[config.mk]
export PLATFORM = sky130hd
export DESIGN_NAME = joypad_matrix_select_port
export DESIGN_NICKNAME = d
export VERILOG_FILES = /design/src/hw/rtl/jmsp_pkg.sv /design/src/hw/rtl/joypad_matrix_select_port.sv
export SDC_FILE = /design/constraint.sdc
export NUM_CORES = 1
export LEC_CHECK = 0
export ABC_CLOCK_PERIOD_IN_PS = 3700
export BUFFER_PORTS_ARGS = -buffer_cell sky130_fd_sc_hd__clkbuf_2
export CAP_MARGIN = 0
export CORE_AREA = 5 5 106 108
export DETAILED_ROUTE_END_ITERATION = 16
export DIE_AREA = 0 0 111 113
export SYNTH_ARGS = -nofsm -noshare
export SYNTH_HDL_FRONTEND = slang
export SYNTH_SLANG_ARGS = --single-unit
[constraint.sdc]
create_clock -name aclk -period 3.7 [get_ports aclk]
set_input_delay 0.185 -clock aclk [delete_from_list [all_inputs] [get_ports aclk]]
set_output_delay 0.185 -clock aclk [all_outputs]
set_load 0.05 [all_outputs]
[src/hw/rtl/jmsp_pkg.sv]
`default_nettype none

package jmsp_pkg;

    // Player count and derived widths
    localparam int Players    = 4;
    localparam int PlayerW    = 3;
    localparam int PlayerIdxW = (Players > 1) ? $clog2(Players) : 1;

    // Stream and config widths
    localparam int SDataW = 16;
    localparam int SUserW = 2;
    localparam int MDataW = 16;
    localparam int CfgW   = 3;

    // Port constants
    localparam logic [1:0] SelResetVal = 2'b11;
    localparam logic [3:0] LinesIdle   = 4'hF;
    localparam logic [1:0] ReadTopBits = 2'b11;
    localparam logic [2:0] MpCountRst  = 3'd1;

    typedef enum logic [1:0] {
        KIND_READ      = 2'd0,
        KIND_MP_READ   = 2'd1,
        KIND_SEL_WRITE = 2'd2,
        KIND_BUTTON    = 2'd3
    } kind_t;

    typedef logic [3:0] nibble_t;

endpackage

`default_nettype wire

[src/hw/rtl/joypad_matrix_select_port.sv]
// Channel  | Ports                          | Contents (lowest bit up)
// ---------+--------------------------------+----------------------------------------------
// input    | s_tvalid s_tready s_tdata/tuser| tuser: kind[1:0]
//          |                                | tdata: value[7:0] player[10:8] button[13:11]
//          |                                |        pressed[14] zero[15]
// result   | m_tvalid m_tready m_tdata      | tdata: read_data[7:0] irq_request[8] zero[15:9]
// config   | cfg_valid cfg_ready cfg_data   | multiplayer_count[2:0], always ready
//
// One item per cycle while the result is not stalled; an accepted item passes the input register,
// then the port logic into a result register, which drives m_tvalid.
// A stalled result register holds the item; the input register still takes one more item.
// Reset (aresetn low, synchronous) releases all buttons, deselects both groups and sets
// multiplayer_count to one.
`default_nettype none

module joypad_matrix_select_port (
    input  wire                        aclk,
    input  wire                        aresetn,
    // kind[1:0]
    input  wire [jmsp_pkg::SUserW-1:0] s_tuser,
    // value[7:0], player[10:8], button[13:11], pressed[14], zero[15]
    input  wire [jmsp_pkg::SDataW-1:0] s_tdata,
    input  wire                        s_tvalid,
    output logic                       s_tready,
    // read_data[7:0], irq_request[8], zero[15:9]
    output logic [jmsp_pkg::MDataW-1:0] m_tdata,
    output logic                        m_tvalid,
    input  wire                         m_tready,
    input  wire [jmsp_pkg::CfgW-1:0]    cfg_data,
    input  wire                         cfg_valid,
    output logic                        cfg_ready
);
    import jmsp_pkg::*;

    // Input register
    logic                 in_valid_reg, in_valid_next;
    kind_t                in_kind_reg;
    logic [7:0]           in_value_reg;
    logic [PlayerW-1:0]   in_player_reg;
    logic [2:0]           in_button_reg;
    logic                 in_pressed_reg;

    // Port state
    logic [CfgW-1:0]      mp_count_reg;
    logic [1:0]           sel_reg, sel_next;
    nibble_t              dir_reg [Players];
    nibble_t              act_reg [Players];
    nibble_t              dir_next, act_next;
    logic                 nib_we;

    // Result register
    logic                 out_valid_reg, out_valid_next;
    logic [7:0]           out_data_reg, out_data_next;
    logic                 out_irq_reg, out_irq_next;

    logic                 advance, take, fire;
    logic [PlayerIdxW-1:0] idx;
    logic                 player_ok;

    function automatic nibble_t lines_f(input logic [1:0] sel, input nibble_t dir,
                                        input nibble_t act);
        nibble_t l;
        l = LinesIdle;
        if (!sel[0]) l = l & ~dir;
        if (!sel[1]) l = l & ~act;
        return l;
    endfunction

    assign cfg_ready = 1'b1;
    assign advance   = !out_valid_reg || m_tready;
    assign s_tready  = !in_valid_reg || advance;
    assign take      = s_tvalid && s_tready;
    assign fire      = in_valid_reg && advance;
    assign in_valid_next  = take ? 1'b1 : (advance ? 1'b0 : in_valid_reg);
    assign out_valid_next = fire ? 1'b1 : (m_tready ? 1'b0 : out_valid_reg);

    assign idx       = in_player_reg[PlayerIdxW-1:0];
    assign player_ok = in_player_reg < PlayerW'(Players);

    // Port logic: read value, state update and falling-line detect
    always_comb begin
        nibble_t    lines_pre;
        nibble_t    lines_post;
        nibble_t    mask;
        nibble_t    cur_dir;
        nibble_t    cur_act;
        cur_dir       = dir_reg[idx];
        cur_act       = act_reg[idx];
        lines_pre     = player_ok ? lines_f(sel_reg, cur_dir, cur_act) : LinesIdle;
        lines_post    = lines_pre;
        mask          = nibble_t'(4'b0001 << in_button_reg[1:0]);
        sel_next      = sel_reg;
        dir_next      = cur_dir;
        act_next      = cur_act;
        nib_we        = 1'b0;
        out_data_next = 8'h00;
        out_irq_next  = 1'b0;
        unique case (in_kind_reg)
            KIND_READ: begin
                out_data_next = {ReadTopBits, sel_reg,
                                 lines_f(sel_reg, dir_reg[0], act_reg[0])};
            end
            KIND_MP_READ: begin
                if (mp_count_reg > CfgW'(1) && sel_reg == SelResetVal) begin
                    out_data_next = {ReadTopBits, sel_reg, LinesIdle - nibble_t'(in_player_reg)};
                end else begin
                    out_data_next = {ReadTopBits, sel_reg, lines_pre};
                end
            end
            KIND_SEL_WRITE: begin
                sel_next = in_value_reg[5:4];
                if (player_ok) lines_post = lines_f(sel_next, cur_dir, cur_act);
                out_irq_next = |(lines_pre & ~lines_post);
            end
            KIND_BUTTON: begin
                if (player_ok) begin
                    nib_we = 1'b1;
                    if (!in_button_reg[2]) begin
                        dir_next = in_pressed_reg ? (cur_dir | mask) : (cur_dir & ~mask);
                    end else begin
                        act_next = in_pressed_reg ? (cur_act | mask) : (cur_act & ~mask);
                    end
                    lines_post = lines_f(sel_reg, dir_next, act_next);
                end
                out_irq_next = |(lines_pre & ~lines_post);
            end
            default: ;
        endcase
    end

    // Control and state registers
    always_ff @(posedge aclk) begin
        if (!aresetn) begin
            in_valid_reg  <= 1'b0;
            out_valid_reg <= 1'b0;
            mp_count_reg  <= MpCountRst;
            sel_reg       <= SelResetVal;
            for (int i = 0; i < Players; i++) begin
                dir_reg[i] <= '0;
                act_reg[i] <= '0;
            end
        end else begin
            in_valid_reg  <= in_valid_next;
            out_valid_reg <= out_valid_next;
            if (cfg_valid && cfg_ready) mp_count_reg <= cfg_data;
            if (fire) begin
                sel_reg <= sel_next;
                if (nib_we) begin
                    dir_reg[idx] <= dir_next;
                    act_reg[idx] <= act_next;
                end
            end
        end
    end

    // Payload registers: capture on accept, hold on stall
    always_ff @(posedge aclk) begin
        if (take) begin
            in_kind_reg    <= kind_t'(s_tuser);
            in_value_reg   <= s_tdata[7:0];
            in_player_reg  <= s_tdata[10:8];
            in_button_reg  <= s_tdata[13:11];
            in_pressed_reg <= s_tdata[14];
        end
        if (fire) begin
            out_data_reg <= out_data_next;
            out_irq_reg  <= out_irq_next;
        end
    end

    assign m_tvalid = out_valid_reg;
    assign m_tdata  = {7'b0, out_irq_reg, out_data_reg};

endmodule

`default_nettype wire

==> results of run 1 <==
## critical path: stages, from the launching register on
cell and delay, ns:
edfxtp_1 0.50, inv_1 0.10, nor2_1 0.21, nand4_1 0.55, or3_1 0.69, nand2_1 0.36
## final cells by class
class                      count  area share
clock buffer                  14      0.0480
clock inverter                 2      0.0103
inverter                       6     0.00665
multi-input combinational    171       0.334
sequential                    59       0.499
tap                          136      0.0502
timing repair buffer          32      0.0510
## synthesized netlist by cell type, types with 3 or more instances
cell      instances
inv_1             6
a221oi_1          4
mux4_1            3
mux2_2            8
buf_4            11
nor3b_1           3
nand3b_1          3
dfxtp_1           8
edfxtp_1         51
nor2b_1           7
mux4_2            5
clkbuf_1          9
a22oi_1           3
mux2i_1          10
nand2_1          18
nor2_1           49
and2_1            3
a21oi_1          12
nand2b_1          4
o21ai_0           6
## metal layers
metal  routed length [µm]  up-vias  global-route usage
li1                     -      973                   -
met1                 2910     1014               0.132
met2                 3290       68               0.184
met3                  415       13              0.0412
met4                  166        0              0.0476
met5                    0        -                   0
## through the flow
step	area (µm²)	power, mW	worst slack, ns	hold slack (ns)
2_1_floorplan	2980	0.937	1.27	0.284
3_3_place_gp	3180	0.978	0.955	0.364
3_5_place_dp	3180	0.982	0.920	0.365
4_1_cts	3380	1.57	0.888	0.00227
5_1_grt	3390	1.62	0.752	0.00298
6_report	3390	1.56	0.944	0.0209
## kinds of logic after synthesis
family                 Yosys count  share of synthesized area
buffers and inverters           28                     0.0525
muxes                           26                      0.129
AOI/OAI and AO/OA               41                     0.0952
other                            2                    0.00254
DFF                             59                      0.572
and+or+nand+nor                 96                      0.149
## report_power, final
group	internal, mW	total (mW)	switching, mW
clock network	0.348	0.587	0.239
logic	0.0654	0.184	0.119
registers	0.754	0.787	0.0328
total	1.17	1.56	0.391
## path summary, 6_finish.rpt
| path | from | to | slack [ns] | cells past startpoint |
|---|---|---|---|---|
| worst max-delay path | in_kind_reg[1]$_DFFE_PP_ | act_reg[0][2]$_SDFFCE_PN0P_ | 0.94 | 5 |
| worst min-delay path | s_tdata[10] | in_player_reg[2]$_DFFE_PP_ | 0.02 | 1 |
| worst max register to register | in_kind_reg[1]$_DFFE_PP_ | act_reg[0][2]$_SDFFCE_PN0P_ | 0.94 | 5 |
| worst min register to register | mp_count_reg[2]$_SDFFE_PN0P_ | mp_count_reg[2]$_SDFFE_PN0P_ | 0.53 | 2 |
## repair_timing
| action | CTS | global route |
|---|---|---|
| hold endpoints to repair | 0 | 1 |
| hold buffers | 0 | 1 |
| endpoints found under the setup margin | 0 | 0 |
==> results.json, run 1 <==
{
  "mostFrequentLayoutCells": "51 x edfxtp_1, 49 x nor2_1, 28 x clkbuf_2",
  "power_density_mw_per_mm2": 460,
  "ioPinCount": 45,
  "placementRows": 37,
  "leakage_nw": 1.29,
  "drv_cap": 0,
  "critPathRequiredTime_ns": 3.70,
  "die_width_um": 111,
  "yosysTopAreaCell": "edfxtp_1",
  "fin_crit_ns": 2.76,
  "grt_overflow": 0,
  "min_period_over_period": 0.745,
  "synth.area.top_cells": "edfxtp_1 52%, nor2_1 6.2%, dfxtp_1 5.4%, mux4_2 3.8%, mux2i_1 3.4%",
  "status": "complete, no violations",
  "irDropWorstVdd_v": 0.000145,
  "synth.top_cell.area_share": 0.518,
  "start_util": 0.292,
  "fin_nets": 305,
  "dr.pass1.iters": 4,
  "root_buffer": "clkbuf_8",
  "grt_pass1_vias": 2053,
  "ys_seq_area_frac": 0.572,
  "htreeDepth": 3,
  "dp_cells": 403,
  "ys_seq_elements": 59,
  "numCtsBuffers": 9,
  "synth_edf_count": 51,
  "drtAntennaViolNets": 0,
  "design.die.area_mm2": 0.0125,
  "antenna_found_initial": 0,
  "dp_hpwl_mm": 4.85,
  "layout_commonest_cell": "edfxtp_1",
  "via_count": 2068,
  "setup_viol_count_final": 0,
  "arrival_ns": 2.75,
  "grt_first_pass_wirelength_mm": 10.8,
  "clk_pin_slew_ns": 0.06,
  "grt_usage": 0.112,
  "wl_mm": 6.78,
  "route.detailed.drc": 0,
  "wl_per_cell_um": 16.1,
  "hold_path_class": "primary input to register",
  "syn-cell-area_mm2": 0.00296,
  "finalNonFillerCells": 420,
  "vias_per_cell": 4.92,
  "diodes": 0,
  "worstSkewPairLatency_ns": 0.34,
  "ys_types": 42,
  "cts_resized": 0,
  "globalplace.congestion": 0.808,
  "synth_flop_cell": "edfxtp_1",
  "grt_max_degree": 15,
  "area_growth_syn_to_layout_pct": 14.6,
  "fmax_mhz": 363,
  "slew_headroom": 0.562,
  "nFillCells": 1022,
  "ys.warnings.count": 0,
  "synthCells": 252,
  "seq_area_mm2": 0.00169,
  "drtIter0Drc": 157,
  "synthArstFlopShare": 0,
  "cts.sinks": 59,
  "worst_clock_skew_ns": 0.0112,
  "coreArea_mm2": 0.0101,
  "rsz0062_at_grt": "false",
  "path_class": "register to register",
  "crit_path_max_fanout": 11,
  "drive_gt1_frac": 0.204,
  "cts_tree": "built",
  "clock_path_buffers": 2,
  "worst_pin_slew_ns": 0.657,
  "drv_slew": 0,
  "crit_path_end_kind": "register",
  "multi_input_area_mm2": 0.00113,
  "postCtsSetupBuffers": 0,
  "fin_setup_tns_ns": 0,
  "postLayoutCoreUtil": 0.334,
  "die_h_um": 113,
  "final-hold-violation-count": 0,
  "start_kind": "register",
  "io_buffer_count": 28,
  "syn_area_per_cell_um2": 11.7
}
(Power assumes the default switching activity.)
==> run 2, diff against run 1 <==
ABC_AREA = 1   (was not set)
ABC_CLOCK_PERIOD_IN_PS = 2400   (was 3700)
CORE_AREA = 5 5 107 109   (was 5 5 106 108)
DIE_AREA = 0 0 112 114   (was 0 0 111 113)
clock period = 2.4 ns   (was 3.7 ns; I/O delays follow)
==> run 2 against run 1 <==
  * Combinational power grew 85%
  * Global-route usage shrank 0.14 points
  * Clock power grew 60%
  * Sequential cell count is the same
  * Cell count grew 25%
  * First-iteration DRC count grew 38%
  * Critical path depth grew 3
  * Highest routed layer unchanged
==> results.json, run 2 <==
{
  "status": "complete, no violations",
  "syn_area_per_cell_um2": 8.93,
  "vias_per_cell": 4.59,
  "design.die.area_mm2": 0.0128,
  "fmax_mhz": 497,
  "fin_crit_ns": 2.01,
  "cts.sinks": 59,
  "numCtsBuffers": 9,
  "ys_seq_area_frac": 0.557,
  "synth_edf_count": 51,
  "io_buffer_count": 28,
  "via_count": 2420,
  "final-hold-violation-count": 0,
  "slew_headroom": 0.663,
  "irDropWorstVdd_v": 0.000340,
  "hold_path_class": "primary input to register",
  "ys_types": 23,
  "grt_first_pass_wirelength_mm": 11.0,
  "clk_pin_slew_ns": 0.06,
  "power_density_mw_per_mm2": 692,
  "start_kind": "register",
  "setup_viol_count_final": 0,
  "drtAntennaViolNets": 0,
  "p_clk_frac": 0.380,
  "die_width_um": 112,
  "worst_clock_skew_ns": 0.0120,
  "leakage_nw": 1.55,
  "wl_per_cell_um": 13.1,
  "crit_path_max_fanout": 9,
  "coreArea_mm2": 0.0105,
  "cp_cell_sequence": "nand2_1 -> nor3_1 -> inv_1 -> nor2_2 -> inv_1 -> nor2_2 -> nand2_2 -> nand2_1",
  "ys_seq_elements": 59,
  "root_buffer": "clkbuf_8",
  "syn-cell-area_mm2": 0.00304,
  "synthCells": 340,
  "ioPinCount": 45,
  "cp_top_family": "simple AND/OR/NAND/NOR gates",
  "yosysTopAreaCell": "edfxtp_1",
  "pwr-share-comb": 0.138,
  "route.detailed.drc": 0,
  "start_util": 0.289,
  "ys.warnings.count": 0,
  "drive_gt1_frac": 0.183,
  "arrival_ns": 2.01,
  "fin_setup_tns_ns": 0,
  "mostFrequentLayoutCells": "94 x nand2_1, 51 x edfxtp_1, 42 x nor2_1",
  "globalplace.congestion": 0.881,
  "rr_startpoint": "in_kind_reg[1]$_DFFE_PP_",
  "grt_usage": 0.110,
  "critPathRequiredTime_ns": 2.39,
  "cp_num_buf_inv": 2,
  "synth_flop_cell": "edfxtp_1",
  "worstSkewPairLatency_ns": 0.34,
  "area_growth_syn_to_layout_pct": 18.0,
  "slowest_stage": "edfxtp_1",
  "yosysMostFrequentCell": "nand2_1",
  "cp_slowest_stage_delay_ns": 0.42,
  "synth.top_cell.area_share": 0.504,
  "pwr-share-seq": 0.483,
  "antenna_found_initial": 0,
  "synth_common_cells": "94 x nand2_1, 51 x edfxtp_1, 42 x nor2_1",
  "synthArstFlopShare": 0,
  "drv_cap": 0,
  "grt_overflow": 0,
  "layout_commonest_cell": "nand2_1",
  "cp-startpoint": "in_kind_reg[1]$_DFFE_PP_",
  "reg2reg_slack_ns": 0.39,
  "placementRows": 38,
  "min_from": "s_tvalid",
  "dr.pass1.iters": 5,
  "synth.area.top_cells": "edfxtp_1 50%, nand2_1 12%, nand3_1 5.9%, dfxtp_1 5.3%, nor2_1 5.2%",
  "drtIter0Drc": 216,
  "cts_resized": 0,
  "p_sw_uw": 654,
  "grt_max_degree": 18,
  "p_int_mw": 1.82,
  "crit_path_end_kind": "register",
  "timing.hold.ws_ns": 0.0452,
  "clock_path_buffers": 2,
  "wl_mm": 6.89,
  "netSwitchingFraction": 0.264,
  "path_class": "register to register",
  "grt_pass1_vias": 2316,
  "htreeDepth": 3,
  "cts_tree": "built",
  "min_period_over_period": 0.839,
  "rsz0062_at_grt": "false",
  "die_h_um": 114,
  "worst_pin_slew_ns": 0.505,
  "dp_hpwl_mm": 5.04,
  "drv_slew": 0,
  "fin_nets": 408,
  "diodes": 0
}
run 2: cell types whose count changed after synthesis, moves of 7 or more:
cell,previous run,this run
clkbuf_1,9,0
inv_1,6,30
mux2_2,8,0
mux2i_1,10,0
nand2_1,18,94
nand2_2,0,11
nand3_1,2,36
nand3_2,0,10
nor2_1,49,42
nor2b_1,7,0
run 2: power by group through the flow:
| stage | logic, mW | clock network (mW) | registers, mW |
|---|---|---|---|
| 6_report | 0.341 | 0.941 | 1.20 |
| 5_1_grt | 0.375 | 1.01 | 1.20 |
| 4_1_cts | 0.340 | 0.953 | 1.20 |
| 3_5_place_dp | 0.323 | 0 | 1.22 |
| 3_3_place_gp | 0.318 | 0 | 1.22 |
| 2_1_floorplan | 0.244 | 0 | 1.23 |
run 2: kinds of logic after synthesis:
kind of cell    after synthesis  synth area share
flops                        59             0.557
other cells                   2           0.00247
compound gates               26            0.0486
buf+inv                      51            0.0923
simple gates                202             0.300
run 2: what timing repair did:
item / CTS / global route
endpoints found under the hold margin: 13 / 0
hold buffers: 12 / 0
buffers inserted: 0 / 0
run 2: per-stage QoR:
stage / instances / setup WS [ns] / instance area, µm² / power [mW] / utilization
3_5_place_dp: 499 / 0.423 / 3250 / 1.54 / 0.310
6_report: 527 / 0.387 / 3580 / 2.48 / 0.341
5_1_grt: 527 / 0.257 / 3580 / 2.59 / 0.341
3_3_place_gp: 499 / 0.460 / 3250 / 1.53 / 0.310
2_1_floorplan: 346 / 0.412 / 3060 / 1.47 / -
4_1_cts: 527 / 0.409 / 3580 / 2.49 / 0.341
run 2: final timing paths:
check	cells after the start	endpoint
hold reg to reg	2	sel_reg[0]$_SDFFE_PN1P_
hold / removal	3	in_valid_reg$_SDFFE_PN0P_
setup / recovery	8	act_reg[0][1]$_SDFFCE_PN0P_
setup reg to reg	8	act_reg[0][1]$_SDFFCE_PN0P_
run 2: layout make-up:
cell class | count | area (µm²)
timing repair buffer | 44 | 290
tap | 140 | 175
clock inverter | 2 | 35.0
multi-input combinational | 236 | 1090
inverter | 32 | 130
fill | 1077 | 6930
sequential | 59 | 1690
clock buffer | 14 | 173
run 2: metal layers:
layer  GRT usage  up-vias  wire length [µm]
met5           0        -                 0
met3      0.0276       18               503
li1            -     1186                 -
met4      0.0473        0               159
met1       0.136     1122              2930
met2       0.185       94              3300
run 2: worst min-delay path, cell delays in order:
cell and delay (ns):
clkbuf_2 0.08, nand2_1 0.07, a21oi_1 0.06
==> run 3, diff against run 2 <==
ABC_AREA = 0   (was 1)
ABC_CLOCK_PERIOD_IN_PS = 1800   (was 2400)
CORE_AREA = 5 5 106 108   (was 5 5 107 109)
DIE_AREA = 0 0 111 113   (was 0 0 112 114)
clock period = 1.8 ns   (was 2.4 ns; I/O delays follow)
==> run 3 against run 2 <==
  * The run now ends with setup timing left
  * Cell count down 7.4%
  * Non-clock buffer count grew 56
  * Largest cell class unchanged
  * Critical path type unchanged
  * Combinational power up 72%
  * Via count decreased by 5.0%
==> results.json, run 3 (synthesis results as in run 1) <==
{
  "status": "finished, violations left",
  "violations": "setup timing",
  "worstSkewPairLatency_ns": 0.34,
  "start_util": 0.292,
  "grt_usage": 0.127,
  "setup_viol_count_final": 15,
  "irDropWorstVdd_v": 0.000451,
  "drtAntennaViolNets": 0,
  "fin_nets": 373,
  "drtIter0Drc": 114,
  "ioPinCount": 45,
  "dp_cells": 453,
  "hold_path_class": "primary input to register",
  "grt_max_degree": 12,
  "dp_hpwl_mm": 5.87,
  "cts.sinks": 59,
  "grt_pass1_vias": 2327,
  "arrival_ns": 2.25,
  "start_kind": "register",
  "drv_cap": 0,
  "min_period_over_period": 1.20,
  "wl_per_cell_um": 16.0,
  "cts_tree": "built",
  "numCtsBuffers": 9,
  "crit_path_max_fanout": 5,
  "via_count": 2298,
  "grt_first_pass_wirelength_mm": 12.2,
  "die_width_um": 111,
  "total_power_mw": 3.34,
  "crit_path_end_kind": "register",
  "clock_path_buffers": 2,
  "postLayoutSetupSlackWorst_ns": -0.364,
  "grt_overflow": 0,
  "drv_slew": 0,
  "power_density_mw_per_mm2": 827,
  "diodes": 0,
  "critPathRequiredTime_ns": 1.89,
  "die_h_um": 113,
  "layout_commonest_cell": "buf_4",
  "final-hold-violation-count": 0,
  "worst_clock_skew_ns": 0.0113,
  "wl_mm": 7.80,
  "fmax_mhz": 462,
  "htreeDepth": 3,
  "vias_per_cell": 4.71,
  "coreArea_mm2": 0.0101,
  "postLayoutCoreUtil": 0.399,
  "finalNonFillerCells": 488,
  "mostFrequentLayoutCells": "56 x buf_4, 51 x edfxtp_1, 43 x nor2_1",
  "drive_gt1_frac": 0.406,
  "io_buffer_count": 28,
  "fin_crit_ns": 2.16,
  "dr.pass1.iters": 4,
  "leakage_nw": 1.61,
  "antenna_found_initial": 0,
  "area_growth_syn_to_layout_pct": 36.7,
  "path_class": "register to register",
  "root_buffer": "clkbuf_8",
  "clk_pin_slew_ns": 0.07,
  "design.die.area_mm2": 0.0125,
  "globalplace.congestion": 0.907,
  "rsz0062_at_grt": "true",
  "placementRows": 37,
  "nFillCells": 968,
  "route.detailed.drc": 0
}
## run 3: area by class of cell
type | instances | area [µm²] | area share
Clock buffer | 11 | 131 | 0.0325
Clock inverter | 5 | 55.1 | 0.0136
Inverter | 6 | 22.5 | 0.00557
Multi-Input combinational cell | 171 | 1220 | 0.302
Sequential cell | 59 | 1700 | 0.420
Tap cell | 136 | 170 | 0.0421
Timing Repair Buffer | 100 | 743 | 0.184
## run 3: power breakdown
group | internal (mW) | leakage [nW] | switching [mW] | total, mW
sequential | 1.55 | 0.581 | 0.0420 | 1.59
clock | 0.635 | 0.0909 | 0.528 | 1.16
combinational | 0.267 | 0.937 | 0.321 | 0.588
total | 2.45 | 1.61 | 0.891 | 3.34
## run 3: critical path, stage by stage, from the launching register on
cell     delay (ns)
dfxtp_4        0.37
buf_12         0.13
mux4_2         0.38
and2_4         0.17
nor4_1         0.05
or4_1          0.51
o311a_1        0.30
## run 3: path summary, 6_finish.rpt
check                                    start                           end  slack (ns)  depth (start not counted)
hold reg to reg   mp_count_reg[2]$_SDFFE_PN0P_  mp_count_reg[2]$_SDFFE_PN0P_        0.53                          2
setup reg to reg                      register         out_irq_reg$_DFFE_PP_       -0.36                          6
setup / recovery                      register         out_irq_reg$_DFFE_PP_       -0.36                          6
hold / removal                     cfg_data[2]  mp_count_reg[2]$_SDFFE_PN0P_        0.02                          3
## run 3: timing repair
item	CTS	global route
endpoints found under the setup margin	25	46
gates cloned	0	0
endpoints found under the hold margin	14	0
hold buffers	12	0
buffers inserted	2	7
pin swaps	5	13
gates resized for setup	8	13
## run 3: stage by stage
step                hold WS [ns]  setup WS [ns]  area (µm²)  setup TNS (ns)
detailed placement         0.270         -0.445        3610           -1.41
CTS                     0.000294         -0.354        3950          -0.722
global route              0.0339         -0.470        4040           -2.12
finish                    0.0150         -0.364        4040          -0.765
floorplan                  0.189         -0.225        3030          -0.225
global placement           0.267         -0.362        3610          -0.950
## run 3: per-layer routing
| layer | routed length, µm | track usage |
|---|---|---|
| met2 | 3960 | 0.214 |
| met1 | 3270 | 0.158 |
| met5 | 0 | 0 |
| met4 | 170 | 0.0550 |
| met3 | 392 | 0.0262 |
